**src/rtl/core/sound_channel_regs_mixer_assert.svh**
```systemverilog
// Assertion macros for the sound channel register mixer.
// Expect clk and rst_n in the scope of each use.
`ifndef SOUND_CHANNEL_REGS_MIXER_ASSERT_SVH
`define SOUND_CHANNEL_REGS_MIXER_ASSERT_SVH

// Check that cons holds in the same cycle as ante
`define SNDMIX_ASSERT_IMP(label, ante, cons, msg) \
    label: assert property (@(posedge clk) disable iff (!rst_n) (ante) |-> (cons)) \
        else $error(msg);

// Check that cons holds in the cycle after ante
`define SNDMIX_ASSERT_NXT(label, ante, cons, msg) \
    label: assert property (@(posedge clk) disable iff (!rst_n) (ante) |=> (cons)) \
        else $error(msg);

`endif

```
**src/rtl/core/sndmix_pkg.sv**
```systemverilog
// Shared constants and types of the sound channel register mixer.
// Used by sndmix_chan_mem and sound_channel_regs_mixer; depends on nothing.
package sndmix_pkg;

    // Geometry and timing
    localparam int CHANNELS          = 4;
    localparam int CYCLES_PER_SAMPLE = 64;
    localparam int CH_W              = (CHANNELS > 1) ? $clog2(CHANNELS) : 1;
    localparam int TICK_W            = 16;

    // Mixer arithmetic widths
    localparam int VOICE_W  = 15;                  // data * (vol >> 2)
    localparam int ACC_W    = VOICE_W + CH_W;      // sum over all channels
    localparam int PROD_W   = ACC_W + 7;           // sum * (master >> 2)
    localparam int MIX_DIV  = CHANNELS * 4;        // power of two
    localparam int PEAK_SHIFT = 6;

    // Register constants
    localparam logic [7:0] VOL_MASK      = 8'hFC;
    localparam logic [7:0] MVOL_RESET    = 8'h3F;
    localparam logic [7:0] CTRL_ACT      = 8'h80;
    localparam logic [7:0] CTRL_LOOP     = 8'h01;
    localparam logic [7:0] UNMAPPED_DATA = 8'd255;

    typedef logic [CH_W-1:0] chan_idx_t;

    typedef enum logic [1:0] {
        MODE_WRITE = 2'd0,
        MODE_READ  = 2'd1,
        MODE_TICK  = 2'd2,
        MODE_NONE  = 2'd3
    } mode_t;

    typedef enum logic [3:0] {
        REG_DATA     = 4'd0,
        REG_BANK     = 4'd1,
        REG_ADDR_HI  = 4'd2,
        REG_ADDR_LO  = 4'd3,
        REG_PER_HI   = 4'd4,
        REG_PER_LO   = 4'd5,
        REG_LEN_HI   = 4'd6,
        REG_LEN_LO   = 4'd7,
        REG_CTRL     = 4'd8,
        REG_VOL      = 4'd9,
        REG_REP_HI   = 4'd10,
        REG_REP_LO   = 4'd11,
        REG_PEAK     = 4'd12,
        REG_UNMAPPED = 4'd13,
        REG_MVOL     = 4'd14,
        REG_SELECT   = 4'd15
    } reg_t;

    // One channel entry of the state memory
    typedef struct packed {
        logic [7:0]  data;
        logic [7:0]  bank;
        logic [15:0] address;
        logic [7:0]  period_latch;
        logic [15:0] period;
        logic [15:0] length;
        logic [15:0] repeat_offset;
        logic        active;
        logic        loop_en;
        logic [7:0]  volume;
        logic [7:0]  peak;
    } chan_t;

    // Access request from the controller to the channel memory
    typedef struct packed {
        logic      rd_en;
        chan_idx_t rd_idx;
        logic      wr_en;
        chan_idx_t wr_idx;
        chan_t     wr_data;
    } mem_req_t;

endpackage

```
**src/rtl/core/sound_channel_regs_mixer.sv**
```systemverilog
// Sound channel register file with a periodic mixer (top level).
// Depends on sndmix_pkg, sndmix_chan_mem and sound_channel_regs_mixer_assert.svh.
//
// Usage:
//   The s_ channel takes one transaction per item: a register write, a register
//   read, or one system clock tick. The m_ channel returns exactly one
//   transaction per item: the read byte (255 for the unmapped index, 0 for
//   writes and ticks), a sample flag in m_tuser and the mixed sample.
//   Register accesses go to the channel picked by the select register.
//   Sequencing: a write, a read or a tick that does not mix is accepted, its
//   channel-memory entry is read, and the result is registered into the output
//   register from S_ACCESS. A mixing tick, every CYCLES_PER_SAMPLE ticks, reads
//   the channels one per cycle from the single-read-port channel memory in
//   S_MIX, then multiplies in S_SCALE and scales and saturates in S_FINISH.
//   Reset: all channel registers read as zero, master volume as 0x3F, tick
//   count and select as zero; no clearing pass is needed.
//   Stall: the output register holds a result while m_tready is low; the next
//   item is still accepted and stops only when its own result is ready.
`include "sound_channel_regs_mixer_assert.svh"

module sound_channel_regs_mixer
    import sndmix_pkg::*;
(
    input  logic        clk,
    input  logic        rst_n,
    input  logic        s_tvalid,
    output logic        s_tready,
    input  logic [15:0] s_tdata,    // [1:0] mode, [5:2] reg_addr, [13:6] write_data
    output logic        m_tvalid,
    input  logic        m_tready,
    output logic [23:0] m_tdata,    // [7:0] read_data, [23:8] mixed_sample
    output logic [0:0]  m_tuser     // [0] sample_valid
);

    typedef enum logic [4:0] {
        S_IDLE   = 5'b00001,
        S_ACCESS = 5'b00010,
        S_MIX    = 5'b00100,
        S_SCALE  = 5'b01000,
        S_FINISH = 5'b10000
    } state_t;

    localparam chan_idx_t LAST_CHAN = CH_W'(CHANNELS - 1);

    state_t                   state_reg, state_next;
    mode_t                    mode_reg, mode_next;
    reg_t                     addr_reg, addr_next;
    logic [7:0]               wdata_reg, wdata_next;
    logic [TICK_W-1:0]        tick_reg, tick_next;
    logic [7:0]               mvol_reg, mvol_next;
    chan_idx_t                sel_reg, sel_next;
    chan_idx_t                proc_idx_reg, proc_idx_next;
    logic signed [ACC_W-1:0]  acc_reg, acc_next;
    logic signed [PROD_W-1:0] prod_reg, prod_next;
    logic                     out_valid_reg, out_valid_next;
    logic [7:0]               out_rdata_reg, out_rdata_next;
    logic                     out_sv_reg, out_sv_next;
    logic [15:0]              out_sample_reg, out_sample_next;

    mem_req_t                 mem_req;
    chan_t                    cur;
    chan_t                    upd;
    logic                     in_accept;
    logic                     out_free;
    logic [TICK_W:0]          tick_inc;
    logic signed [VOICE_W-1:0] voice;
    logic [VOICE_W-1:0]       voice_mag;
    logic [7:0]               peak_cand;
    logic [PROD_W-1:0]        prod_mag;
    logic [PROD_W-1:0]        quot_mag;
    logic signed [PROD_W-1:0] quot;
    logic [15:0]              sample_sat;
    logic [7:0]               read_byte;

    sndmix_chan_mem u_chan_mem (
        .clk     (clk),
        .rst_n   (rst_n),
        .req     (mem_req),
        .rd_data (cur)
    );

    assign s_tready  = (state_reg == S_IDLE);
    assign in_accept = s_tvalid && s_tready;
    assign out_free  = !out_valid_reg || m_tready;
    assign tick_inc  = {1'b0, tick_reg} + (TICK_W + 1)'(1);

    // Scale one channel sample by its volume and derive its peak level
    always_comb
    begin
        voice     = $signed(VOICE_W'($signed(cur.data)))
                  * $signed(VOICE_W'({1'b0, cur.volume[7:2]}));
        voice_mag = voice[VOICE_W-1] ? VOICE_W'(-voice) : VOICE_W'(voice);
        peak_cand = 8'(voice_mag >> PEAK_SHIFT);
    end

    // Divide the scaled sum toward zero and saturate to 16 bits
    always_comb
    begin
        prod_mag = prod_reg[PROD_W-1] ? PROD_W'(-prod_reg) : PROD_W'(prod_reg);
        quot_mag = PROD_W'(prod_mag / MIX_DIV);
        quot     = prod_reg[PROD_W-1] ? -$signed(quot_mag) : $signed(quot_mag);
        if (quot > $signed(PROD_W'(32767)))
        begin
            sample_sat = 16'h7FFF;
        end
        else if (quot < -$signed(PROD_W'(32768)))
        begin
            sample_sat = 16'h8000;
        end
        else
        begin
            sample_sat = quot[15:0];
        end
    end

    // Apply a register write to the selected channel entry
    always_comb
    begin
        upd = cur;
        unique case (addr_reg)
            REG_DATA:    upd.data = wdata_reg;
            REG_BANK:    upd.bank = wdata_reg;
            REG_ADDR_HI: upd.address[15:8] = wdata_reg;
            REG_ADDR_LO: upd.address[7:0] = wdata_reg;
            REG_PER_HI:  upd.period_latch = wdata_reg;
            REG_PER_LO:  upd.period = {cur.period_latch, wdata_reg};
            REG_LEN_HI:  upd.length[15:8] = wdata_reg;
            REG_LEN_LO:  upd.length[7:0] = wdata_reg;
            REG_CTRL:
            begin
                upd.active  = |(wdata_reg & CTRL_ACT);
                upd.loop_en = |(wdata_reg & CTRL_LOOP);
            end
            REG_VOL:     upd.volume = wdata_reg & VOL_MASK;
            REG_REP_HI:  upd.repeat_offset[15:8] = wdata_reg;
            REG_REP_LO:  upd.repeat_offset[7:0] = wdata_reg;
            REG_PEAK:    upd.peak = 8'd0;
            REG_UNMAPPED,
            REG_MVOL,
            REG_SELECT:  upd = cur;
            default:     upd = cur;
        endcase
    end

    // Select the byte for a register read
    always_comb
    begin
        unique case (addr_reg)
            REG_DATA:     read_byte = cur.data;
            REG_BANK:     read_byte = cur.bank;
            REG_ADDR_HI:  read_byte = cur.address[15:8];
            REG_ADDR_LO:  read_byte = cur.address[7:0];
            REG_PER_HI:   read_byte = cur.period[15:8];
            REG_PER_LO:   read_byte = cur.period[7:0];
            REG_LEN_HI:   read_byte = cur.length[15:8];
            REG_LEN_LO:   read_byte = cur.length[7:0];
            REG_CTRL:     read_byte = (cur.active ? CTRL_ACT : 8'd0)
                                    | (cur.loop_en ? CTRL_LOOP : 8'd0);
            REG_VOL:      read_byte = cur.volume;
            REG_REP_HI:   read_byte = cur.repeat_offset[15:8];
            REG_REP_LO:   read_byte = cur.repeat_offset[7:0];
            REG_PEAK:     read_byte = cur.peak;
            REG_UNMAPPED: read_byte = UNMAPPED_DATA;
            REG_MVOL:     read_byte = mvol_reg;
            REG_SELECT:   read_byte = 8'(sel_reg);
            default:      read_byte = UNMAPPED_DATA;
        endcase
    end

    // Sequence accesses, mixing and result delivery
    always_comb
    begin
        state_next      = state_reg;
        mode_next       = mode_reg;
        addr_next       = addr_reg;
        wdata_next      = wdata_reg;
        tick_next       = tick_reg;
        mvol_next       = mvol_reg;
        sel_next        = sel_reg;
        proc_idx_next   = proc_idx_reg;
        acc_next        = acc_reg;
        prod_next       = prod_reg;
        out_valid_next  = out_valid_reg && !m_tready;
        out_rdata_next  = out_rdata_reg;
        out_sv_next     = out_sv_reg;
        out_sample_next = out_sample_reg;
        mem_req         = '0;

        unique case (state_reg)
            S_IDLE:
            begin
                if (in_accept)
                begin
                    mode_next  = mode_t'(s_tdata[1:0]);
                    addr_next  = reg_t'(s_tdata[5:2]);
                    wdata_next = s_tdata[13:6];
                    mem_req.rd_en = 1'b1;
                    if ((mode_t'(s_tdata[1:0]) == MODE_TICK) &&
                        (tick_inc >= (TICK_W + 1)'(CYCLES_PER_SAMPLE)))
                    begin
                        // Start a mix pass at channel zero
                        tick_next      = TICK_W'(tick_inc - (TICK_W + 1)'(CYCLES_PER_SAMPLE));
                        mem_req.rd_idx = '0;
                        proc_idx_next  = '0;
                        acc_next       = '0;
                        state_next     = S_MIX;
                    end
                    else
                    begin
                        if (mode_t'(s_tdata[1:0]) == MODE_TICK)
                        begin
                            tick_next = TICK_W'(tick_inc);
                        end
                        mem_req.rd_idx = sel_reg;
                        state_next     = S_ACCESS;
                    end
                end
            end

            S_ACCESS:
            begin
                if (out_free)
                begin
                    out_valid_next  = 1'b1;
                    out_rdata_next  = (mode_reg == MODE_READ) ? read_byte : 8'd0;
                    out_sv_next     = 1'b0;
                    out_sample_next = 16'd0;
                    if (mode_reg == MODE_WRITE)
                    begin
                        if (addr_reg == REG_MVOL)
                        begin
                            mvol_next = wdata_reg & VOL_MASK;
                        end
                        else if (addr_reg == REG_SELECT)
                        begin
                            sel_next = CH_W'(wdata_reg % CHANNELS);
                        end
                        else if (addr_reg != REG_UNMAPPED)
                        begin
                            mem_req.wr_en   = 1'b1;
                            mem_req.wr_idx  = sel_reg;
                            mem_req.wr_data = upd;
                        end
                    end
                    state_next = S_IDLE;
                end
            end

            S_MIX:
            begin
                // Accumulate, write back the peak, fetch the next channel
                acc_next        = acc_reg + ACC_W'(voice);
                mem_req.wr_en   = 1'b1;
                mem_req.wr_idx  = proc_idx_reg;
                mem_req.wr_data = cur;
                if (peak_cand > cur.peak)
                begin
                    mem_req.wr_data.peak = peak_cand;
                end
                if (proc_idx_reg == LAST_CHAN)
                begin
                    state_next = S_SCALE;
                end
                else
                begin
                    mem_req.rd_en  = 1'b1;
                    mem_req.rd_idx = proc_idx_reg + CH_W'(1);
                    proc_idx_next  = proc_idx_reg + CH_W'(1);
                end
            end

            S_SCALE:
            begin
                prod_next  = $signed(PROD_W'(acc_reg))
                           * $signed(PROD_W'({1'b0, mvol_reg[7:2]}));
                state_next = S_FINISH;
            end

            S_FINISH:
            begin
                if (out_free)
                begin
                    out_valid_next  = 1'b1;
                    out_rdata_next  = 8'd0;
                    out_sv_next     = 1'b1;
                    out_sample_next = sample_sat;
                    state_next      = S_IDLE;
                end
            end

            default:
            begin
                state_next = S_IDLE;
            end
        endcase
    end

    // Control state
    always_ff @(posedge clk or negedge rst_n)
    begin
        if (!rst_n)
        begin
            state_reg     <= S_IDLE;
            tick_reg      <= '0;
            mvol_reg      <= MVOL_RESET;
            sel_reg       <= '0;
            proc_idx_reg  <= '0;
            out_valid_reg <= 1'b0;
        end
        else
        begin
            state_reg     <= state_next;
            tick_reg      <= tick_next;
            mvol_reg      <= mvol_next;
            sel_reg       <= sel_next;
            proc_idx_reg  <= proc_idx_next;
            out_valid_reg <= out_valid_next;
        end
    end

    // Payload registers
    always_ff @(posedge clk)
    begin
        mode_reg       <= mode_next;
        addr_reg       <= addr_next;
        wdata_reg      <= wdata_next;
        acc_reg        <= acc_next;
        prod_reg       <= prod_next;
        out_rdata_reg  <= out_rdata_next;
        out_sv_reg     <= out_sv_next;
        out_sample_reg <= out_sample_next;
    end

    assign m_tvalid = out_valid_reg;
    assign m_tdata  = {out_sample_reg, out_rdata_reg};
    assign m_tuser  = out_sv_reg;

    // Assertions
    `SNDMIX_ASSERT_IMP(a_tick_bound, 1'b1, tick_reg < TICK_W'(CYCLES_PER_SAMPLE),
        "tick count reached the sample period")
    `SNDMIX_ASSERT_IMP(a_wr_state, mem_req.wr_en,
        (state_reg == S_ACCESS) || (state_reg == S_MIX), "channel write outside access or mix")
    `SNDMIX_ASSERT_IMP(a_scale_entry, state_reg == S_SCALE,
        ($past(state_reg) == S_MIX) && ($past(proc_idx_reg) == LAST_CHAN),
        "scale entered before the last channel was mixed")
    `SNDMIX_ASSERT_NXT(a_sample_out, (state_reg == S_FINISH) && out_free,
        m_tvalid && m_tuser[0], "mixed sample not presented after finish")

endmodule

```
**src/rtl/core/sndmix_chan_mem.sv**
```systemverilog
// Channel state memory: one write and one registered read per cycle.
// Entries never written read as zero through per-entry valid bits. Uses sndmix_pkg.
module sndmix_chan_mem
    import sndmix_pkg::*;
(
    input  logic     clk,
    input  logic     rst_n,
    input  mem_req_t req,
    output chan_t    rd_data
);

    chan_t                mem [CHANNELS];
    chan_t                rd_data_reg;
    logic [CHANNELS-1:0]  valid_reg;
    logic [CHANNELS-1:0]  valid_next;
    logic                 rd_valid_reg;
    logic                 rd_valid_next;

    // Mark entries as written, capture the valid bit of the read entry
    always_comb
    begin
        valid_next    = valid_reg;
        rd_valid_next = rd_valid_reg;
        if (req.wr_en)
        begin
            valid_next[req.wr_idx] = 1'b1;
        end
        if (req.rd_en)
        begin
            rd_valid_next = valid_reg[req.rd_idx];
        end
    end

    always_ff @(posedge clk or negedge rst_n)
    begin
        if (!rst_n)
        begin
            valid_reg    <= '0;
            rd_valid_reg <= 1'b0;
        end
        else
        begin
            valid_reg    <= valid_next;
            rd_valid_reg <= rd_valid_next;
        end
    end

    // Write port and registered read port
    always_ff @(posedge clk)
    begin
        if (req.wr_en)
        begin
            mem[req.wr_idx] <= req.wr_data;
        end
        if (req.rd_en)
        begin
            rd_data_reg <= mem[req.rd_idx];
        end
    end

    // Return the reset value for entries never written
    assign rd_data = rd_valid_reg ? rd_data_reg : '0;

endmodule
```
**config.mk**
```make
export PLATFORM = sky130hd
export DESIGN_NAME = sound_channel_regs_mixer
export DESIGN_NICKNAME = d
export VERILOG_FILES = /design/src/rtl/core/sndmix_pkg.sv /design/src/rtl/core/sound_channel_regs_mixer.sv /design/src/rtl/core/sndmix_chan_mem.sv
export VERILOG_INCLUDE_DIRS = /design/src /design/src/rtl/core
export SDC_FILE = /design/constraint.sdc
export NUM_CORES = 1
export LEC_CHECK = 0
export BUFFER_PORTS_ARGS = -buffer_cell sky130_fd_sc_hd__buf_2
export CAP_MARGIN = 40
export CELL_PAD_IN_SITES_DETAIL_PLACEMENT = 0
export CELL_PAD_IN_SITES_GLOBAL_PLACEMENT = 1
export CORE_MARGIN = 5
export CORE_UTILIZATION = 43
export DETAILED_ROUTE_END_ITERATION = 10
export GPL_TIMING_DRIVEN = 0
export HOLD_SLACK_MARGIN = 0.08
export MAX_ROUTING_LAYER = met4
export PLACE_DENSITY_LB_ADDON = 0.1
export SLEW_MARGIN = 10
export SYNTH_ARGS = -nofsm -noshare
export SYNTH_HDL_FRONTEND = slang
export SYNTH_SLANG_ARGS = --single-unit
```
**constraint.sdc**
```tcl
create_clock -name clk -period 13.1 [get_ports clk]
set_input_delay 1.31 -clock clk [delete_from_list [all_inputs] [get_ports clk]]
set_output_delay 1.31 -clock clk [all_outputs]
set_load 0.005 [all_outputs]
```
* Word-level counts from Yosys, hierarchy flattened *
Memory sizes are Yosys's and may differ from the RTL's. A register that Yosys moved wholly into a read port is not among the register bits.
Index checks and enable logic that the tools add are counted.

storage, ports and cells
  flip-flop bits (word level) = 119
  RAM bits = 424
  input port bits = 20
  output and inout bits = 27
  word-level logic and storage cells = 153
  memories kept = 1

memory list
  name            depth  width  rd ports  clocked after memory_dff  write ports  line                   text
  u_chan_mem.mem  4      106    1         1                         1            sndmix_chan_mem.sv:12  chan_t mem [CHANNELS];

cells by class
  add/sub/neg operators = 7
  multipliers = 2
  $lt $le $gt $ge = 7
  eq/ne operators = 31
  multiplexer cells = 65
  bitwise logic cells = 3
  reduce and logical (&&, ||, !) cells = 21

operator list
  operator                 number
  $mux W109                5
  $pmux W109 S2            1
  $mux W8                  16
  $pmux W8 S16             1
  $mux W16                 7
  $mux W106                1
  $mux W24                 2
  $mux W17                 2
  $pmux W17 S2             1
  $eq A4 B4 Y1 const B     8
  $pmux W16 S2             1
  $gt A24 B16 Y1 const B   1
  $lt A24 B16 Y1 const B   1
  $mul A17 B7 Y24          1
  $neg A20 Y24             1
  $neg A24 Y24             1
  $pmux W5 S4              1
  $add A16 B1 Y17 const B  1
  $add A17 B15 Y17         1
  $ge A17 B7 Y1 const B    1
  $eq A4 B3 Y1 const B     4
  $pmux W8 S2              1
  $sub A16 B7 Y16 const B  1
  $mul A8 B7 Y15           1
  other kinds (41)         75

* Logic depth before layout (Yosys ltp) *
Gate-level depths: netlist of run 1.

  word-level depth = 13
  depth in mapped cells = 31
  depth with buffers taken out = 28

* Modules after synthesis *
Synthesis of run 1 repeated with hierarchy kept, for this count alone.

second synthesis, totals
  cell total of the unflattened synthesis = 2410
  area total of the unflattened synthesis = 33955.1 sq um

by module, submodules not included
  module                    instances  cells each  area an instance (sq um)
  sndmix_chan_mem           1          797         19371.1
  sound_channel_regs_mixer  1          1613        14584.0

* Least setup slack after synthesis of run 1 *
No wires, ideal clock.

  path type = in2reg
  start point = input m_tready
  end point = register u_chan_mem.valid_reg[2]
  data arrival time = 8.072 ns
  required time = 13.003 ns
  path slack = 4.930 ns
  stages = 7
  cell sequence = nor2b_1 -> nor4_1 -> o21a_1 -> clkbuf_1 -> a32oi_1 -> a21oi_1 -> or2_2

on the way
  word-level cells in the longest chain between the ends = 8

RTL lines
  what                                                                line                             text
  from (decl)                                                         sound_channel_regs_mixer.sv:30   input logic m_tready,
  $logic_or A1 B1 Y1 (*)                                              sound_channel_regs_mixer.sv:84   assign out_free = !out_valid_reg || m_tready;
  $mux W109 (*)                                                       sound_channel_regs_mixer.sv:222  if (out_free)
  $pmux W109 S2 (*)                                                   sound_channel_regs_mixer.sv:189  unique case (state_reg)
  $lt A2 B3 Y1 (not written as such) or $ge A2 B1 Y1 (tied branches)  sndmix_chan_mem.sv:26            valid_next[req.wr_idx] = 1'b1;
  $logic_and A1 B1 Y1 (not written as such)                           sndmix_chan_mem.sv:26
  $mux W1 (not written as such)                                       sndmix_chan_mem.sv:26
  $demux W1 S2                                                        --
  $or A4 B4 Y4 (no source line)                                       --
  to (signal assigned)                                                sndmix_chan_mem.sv:43            valid_reg <= valid_next;
  to (decl)                                                           sndmix_chan_mem.sv:14            logic [CHANNELS-1:0] valid_reg;

Every way passes the cells marked *; elsewhere a longest branch is shown, timed or not.
A chain may end at the register's enable or synchronous reset.

==> impl_metrics.json, run 1 <==
{
  "synthDistinctLibCells": 83,
  "crit_path_max_incr_delay_ns": 0.77,
  "io_pins": 47,
  "holdPathEnd": "u_chan_mem.valid_reg[3]",
  "ys_ff_latch": 648,
  "hpwl_mm": 67.90,
  "fillCellCount": 6892,
  "areaGrowthSynthToFinish_pct": 13.65,
  "synth-seq-area-share": 0.5730,
  "crit_type": "flop to flop",
  "cp_max_fo": 10,
  "synthCells": 2831,
  "wl_per_cell_um": 24.21,
  "grt_pass1_vias": 23230,
  "overflow": 0,
  "final_layout_size_suffix_gt1_frac": 0.08912,
  "port_buffers": 44,
  "reg2reg_depth": 28,
  "r2r-start": "u_chan_mem.rd_valid_reg",
  "drc": 0,
  "max_slew_margin": 0.3767,
  "final_cells": 4082,
  "holdBufCountCts": 0,
  "yosysWarnings": 0,
  "endpoint_kind": "flop",
  "largest_reg_flops": 424,
  "total_power_mw": 7.172,
  "finalInstanceArea_um2": 38230,
  "yosys-top-cells-area": "edfxtp_1 (54%), fa_1 (6.4%), nand2_1 (4.8%)",
  "fin_crit_sh": 0.7702,
  "synth_nets": 3065,
  "maxSlewViolCount": 0,
  "fin_skew_ns": 0.02307,
  "die_x_um": 289.7,
  "drt-vias-per-instance": 5.758,
  "worst_slew_pin_slew_ns": 0.9349,
  "rows": 102,
  "synth_edf_count": 610,
  "core-area_um2": 77470,
  "cts_buffers": 74,
  "cts_tree": "done",
  "ys.flop_type": "edfxtp_1",
  "root_buffer": "clkbuf_16",
  "clk_latency_ns": 0.62,
  "grt_util_all_layers": 0.2403,
  "slowest_stage": "clkbuf_1",
  "setup_viol": 0,
  "grt_pass1_wl_mm": 147.0,
  "p_per_area_nw_per_um2": 187.6,
  "wl_mm": 98.84,
  "reg2reg_slack_ns": 3.01,
  "ctsResizeCount": 0,
  "cts.clk_slew.worst_paths_ns": 0.06,
  "avgSynthCellArea_um2": 11.88,
  "drtIter0Drc": 2056,
  "synth_top_area_share": 0.5445,
  "worst_r2r_endpoint": "u_chan_mem.mem[0][6]",
  "ant_nets": 0,
  "min_path_type": "flop to flop",
  "leakage_nw": 14.77,
  "async_flop_share": 0.05864,
  "gp_congestion": 0.9264,
  "die_area_um2": 83930,
  "min_from": "u_chan_mem.valid_reg[3]",
  "firstDrtPassIters": 9,
  "synth_top_area_cell": "edfxtp_1",
  "synthesis.area_um2": 33640,
  "clock_sinks": 648,
  "hold_path_depth": 1,
  "max_freq_mhz": 99.11,
  "hold_viol_final": 0,
  "die_h_um": 289.7,
  "status": "finished clean",
  "start_util": 0.4342,
  "arrival_ns": 10.52,
  "fin_nets": 3215,
  "cts_buffer_depth": 3,
  "path_common_cell": "fa_1",
  "post_cts_buffers": 0,
  "worstPathRequired_ns": 13.53,
  "rsz0062_at_grt": "no",
  "dpl_cell_area_um2": 35750,
  "start_kind": "flop",
  "period_needed_ns": 10.09,
  "maxCapViolCount": 0,
  "placed_cells": 3944,
  "htreeDepth": 3,
  "cp-startpoint": "u_chan_mem.rd_valid_reg",
  "grt_start_max_net_pins": 46,
  "vias": 23510,
  "antenna_found_initial": 4,
  "ir_drop_mv": 0.1435
}
## critical path, delay by kind of cell, from the launching register on
kind	cells	cell delay, ns
buf+inv	6	2.14
xor+xnor	1	0.39
fa+ha+maj	6	2.64
compound gates	9	2.07
simple gates	6	2.05
flops	1	0.56
## final cells by class
type                            instances  area (µm²)  share of cell area
Sequential cell                       648       19280              0.5042
Multi-Input combinational cell       1906       13290              0.3476
Buffer                                135       604.3             0.01581
Antenna cell                            1       2.502          0.00006546
Inverter                              142       533.0             0.01394
Timing Repair Buffer                   74       769.5             0.02013
Clock buffer                           93        2027             0.05302
Tap cell                             1040        1301             0.03404
Clock inverter                         43       427.9             0.01119
## routing by layer
layer | track usage | vias up | share of wire
met2 | 0.3847 | 714 | 0.48
met5 | - | - | 0
met4 | 0.07238 | 0 | 0.030
li1 | - | 10700 | -
met1 | 0.3217 | 11910 | 0.44
met3 | 0.03529 | 184 | 0.057
## cell families (layout without fill, tap and decap cells)
logic type | count (synthesis) | count (layout) | share of synthesized area
simple gates | 959 | 959 | 0.1370
flops | 648 | 648 | 0.5730
compound gates | 615 | 615 | 0.1208
buf+inv | 277 | 487 | 0.03381
fa+ha+maj | 215 | 215 | 0.1038
xor+xnor | 98 | 98 | 0.02552
mux | 19 | 19 | 0.006063
other cells | 0 | 1 | 0
## worst max path at each step
stage	end	slack [ns]	depth (start not counted)
3_5_place_dp	u_chan_mem.mem[1][6]	3.14	28
2_1_floorplan	u_chan_mem.valid_reg[2]	4.93	7
6_report	u_chan_mem.mem[0][6]	3.01	28
4_1_cts	u_chan_mem.mem[2][6]	3.10	28
5_1_grt	u_chan_mem.mem[0][6]	2.70	29
3_3_place_gp	u_chan_mem.valid_reg[2]	-1.75	8
## layout by cell type, fill, tap and decap left out, drive strengths merged, types with 60 or more instances in the layout
cell type	netlist	final
nand2	431	431
nor2	114	114
fa	107	107
xnor2	66	66
a211oi	115	115
inv	142	144
a31oi	116	116
buf	56	130
edfxtp	610	610
clkbuf	79	172
and2	175	175
a21oi	70	70
and3	60	60
ha	107	107
o21ai	146	146
## Yosys cell counts, types with 7 or more instances
cell and count:
a22oi_1 24, buf_4 11, a21oi_1 69, o22ai_1 8
nand4_1 14, nor3_1 35, o21a_1 9, buf_1 10
and3_1 60, and2_1 146, a21o_1 11, xnor2_1 66
o21ai_1 14, a22o_1 31, mux2_2 10, mux2i_1 8
nand3_1 50, nand2_1 431, a221oi_1 11, dfrtp_1 32
a31oi_1 116, xor2_1 32, inv_1 142, clkbuf_1 79
or2_2 9, buf_2 33, ha_1 107, nor2b_1 13
fa_1 107, nor2_1 114, and2_0 29, nor4_1 11
o21ai_0 132, nand2b_1 7, a211oi_1 115, edfxtp_1 610
o31ai_1 8, a32oi_1 7, or3_1 12
## where the power goes
group          switching (mW)  internal, mW
Clock                   0.843          1.24
Sequential              0.159          2.44
Combinational            1.59         0.900
Total                    2.60          4.58
## stage by stage
step | utilization | setup WS [ns] | TNS (ns) | hold WS (ns)
6_report | 0.4935 | 3.010 | 0 | 0.4666
4_1_cts | 0.4931 | 3.103 | 0 | 0.4663
5_1_grt | 0.4935 | 2.699 | 0 | 0.4793
2_1_floorplan | - | 4.930 | 0 | 0.4315
3_5_place_dp | 0.4614 | 3.141 | 0 | 0.4529
3_3_place_gp | 0.4539 | -1.751 | -163.41 | 0.4457
No activity file was read; power rests on OpenSTA's default activity.
==> inputs of run 2 (changes only) <==
clock period = 8.5 ns   (was 13.1 ns; I/O delays follow)
==> impl_metrics.json, run 2 (synthesis results as in run 1) <==
{
  "finalSetupTns_ns": 0,
  "final_layout_size_suffix_gt1_frac": 0.09112,
  "clk_latency_ns": 0.62,
  "wl_mm": 98.77,
  "cp_max_fo": 19,
  "htreeDepth": 3,
  "holdBufCountCts": 0,
  "areaGrowthSynthToFinish_pct": 13.72,
  "leakage_nw": 14.68,
  "maxSlewViolCount": 0,
  "maxCapViolCount": 0,
  "max_slew_margin": 0.3848,
  "hold_viol_final": 0,
  "period_needed_ns": 8.377,
  "drtIter0Drc": 2141,
  "firstDrtPassIters": 5,
  "cts_buffer_depth": 3,
  "dpl_cell_area_um2": 35750,
  "cts_tree": "done",
  "core-area_um2": 77470,
  "worstPathRequired_ns": 8.93,
  "gp_congestion": 0.9264,
  "fin_nets": 3214,
  "min_path_type": "input port to asynchronous set/reset pin",
  "clock_sinks": 648,
  "reg2reg_depth": 27,
  "drc": 0,
  "crit_type": "flop to flop",
  "setup_viol": 0,
  "grt_util_all_layers": 0.2400,
  "hold_slack_ns": 0.2048,
  "grt_pass1_wl_mm": 146.9,
  "endpoint_kind": "flop",
  "die_area_um2": 83930,
  "grt_start_max_net_pins": 46,
  "wl_per_cell_um": 24.20,
  "hpwl_mm": 67.90,
  "drt-vias-per-instance": 5.765,
  "final_cell_mix": "edfxtp_1 (610), nand2_1 (431), and2_1 (146)",
  "r2r-start": "u_chan_mem.rd_valid_reg",
  "cts.clk_slew.worst_paths_ns": 0.06,
  "start_util": 0.4342,
  "finalInstanceArea_um2": 38260,
  "ant_nets": 0,
  "arrival_ns": 8.81,
  "ff_latch_area_um2": 19280,
  "overflow": 0,
  "setup_ws_ns": 0.1227,
  "fin_crit_sh": 0.9856,
  "multi_input_comb_area_um2": 13310,
  "max_freq_mhz": 119.4,
  "antenna_found_initial": 4,
  "vias": 23530,
  "die_x_um": 289.7,
  "reg2reg_slack_ns": 0.12,
  "p_per_area_nw_per_um2": 329.7,
  "grt_pass1_vias": 23210,
  "largest_reg_flops": 424,
  "io_pins": 47,
  "dp_slack_ns": -1.459,
  "fillCellCount": 6884,
  "rows": 102,
  "root_buffer": "clkbuf_16",
  "fin_skew_ns": 0.02501,
  "port_buffers": 44,
  "cts_buffers": 74,
  "worst_slew_pin_slew_ns": 0.9206,
  "status": "finished clean",
  "layout_commonest_cell": "edfxtp_1",
  "ir_drop_mv": 0.2587,
  "start_kind": "flop",
  "worst_r2r_endpoint": "u_chan_mem.mem[0][6]",
  "die_h_um": 289.7
}
-- run 2: changes by cell type in the layout (fill, tap and decap cells not counted), sizes merged --
cell    delta
clkbuf     -2
buf        +1
-- run 2: worst max path at each step --
stage	depth (start not counted)	startpoint	slack [ns]	endpoint
floorplan	7	m_tready	0.79	u_chan_mem.valid_reg[2]
global placement	8	m_tready	-5.89	u_chan_mem.valid_reg[2]
detailed placement	28	u_chan_mem.rd_valid_reg	-1.46	u_chan_mem.mem[1][6]
CTS	27	u_chan_mem.rd_valid_reg	0.01	u_chan_mem.mem[2][6]
global route	27	u_chan_mem.rd_valid_reg	-0.08	u_chan_mem.mem[0][6]
finish	27	u_chan_mem.rd_valid_reg	0.12	u_chan_mem.mem[0][6]
-- run 2: worst max-delay path, cell delays in order (launching register included) --
cell	delay, ns
dfrtp_1	0.57
buf_4	0.36
clkbuf_4	0.36
nand3_1	0.17
fa_1	0.59
inv_1	0.05
fa_1	0.46
fa_1	0.54
inv_1	0.05
fa_1	0.50
inv_1	0.04
ha_1	0.22
or3_1	0.39
o211a_1	0.25
o2111a_1	0.27
or3_1	0.44
a31oi_1	0.30
xnor2_1	0.28
ha_1	0.32
nor2b_1	0.14
o21a_1	0.17
o21a_1	0.17
o21ai_0	0.18
a21oi_1	0.12
o31ai_2	0.36
a22oi_1	0.28
nor2_2	0.30
a22o_1	0.30
-- run 2: layout make-up --
| class | count | area share |
|---|---|---|
| Buffer | 134 | 0.01593 |
| Inverter | 142 | 0.01393 |
| Clock inverter | 43 | 0.01119 |
| Antenna cell | 1 | 0.00006541 |
| Multi-Input combinational cell | 1906 | 0.3479 |
| Clock buffer | 93 | 0.05298 |
| Tap cell | 1040 | 0.03401 |
| Timing Repair Buffer | 74 | 0.02011 |
| Sequential cell | 648 | 0.5039 |
-- run 2: layer usage --
metal  part of all wire  vias up  track usage
li1                   -    10680            -
met1               0.43    11840       0.3205
met2               0.48      834       0.3859
met3              0.065      171      0.03584
met4              0.028        0      0.06976
met5                  0        -            -
-- run 2: timing repair --
item,CTS,global route
buffers inserted,0,0
pin swaps,0,0
gates resized for setup,6,4
endpoints found under the setup margin,32,28
gates cloned,0,0
-- run 2: through the flow --
stage	std cells	util	total power, mW
after CTS	4079	0.4932	12.61
after global placement	3915	0.4539	9.223
after global routing	4081	0.4938	13.44
after floorplan	2831	-	7.781
final	4081	0.4938	12.61
after detailed placement	3944	0.4614	9.366
-- run 2: report_power, final --
group	leakage (nW)	internal (mW)	total (mW)	switching (mW)
logic	6.71	2.08	5.37	3.29
clock network	1.20	1.91	3.21	1.30
registers	6.77	3.79	4.03	0.246
total	14.7	7.78	12.6	4.84
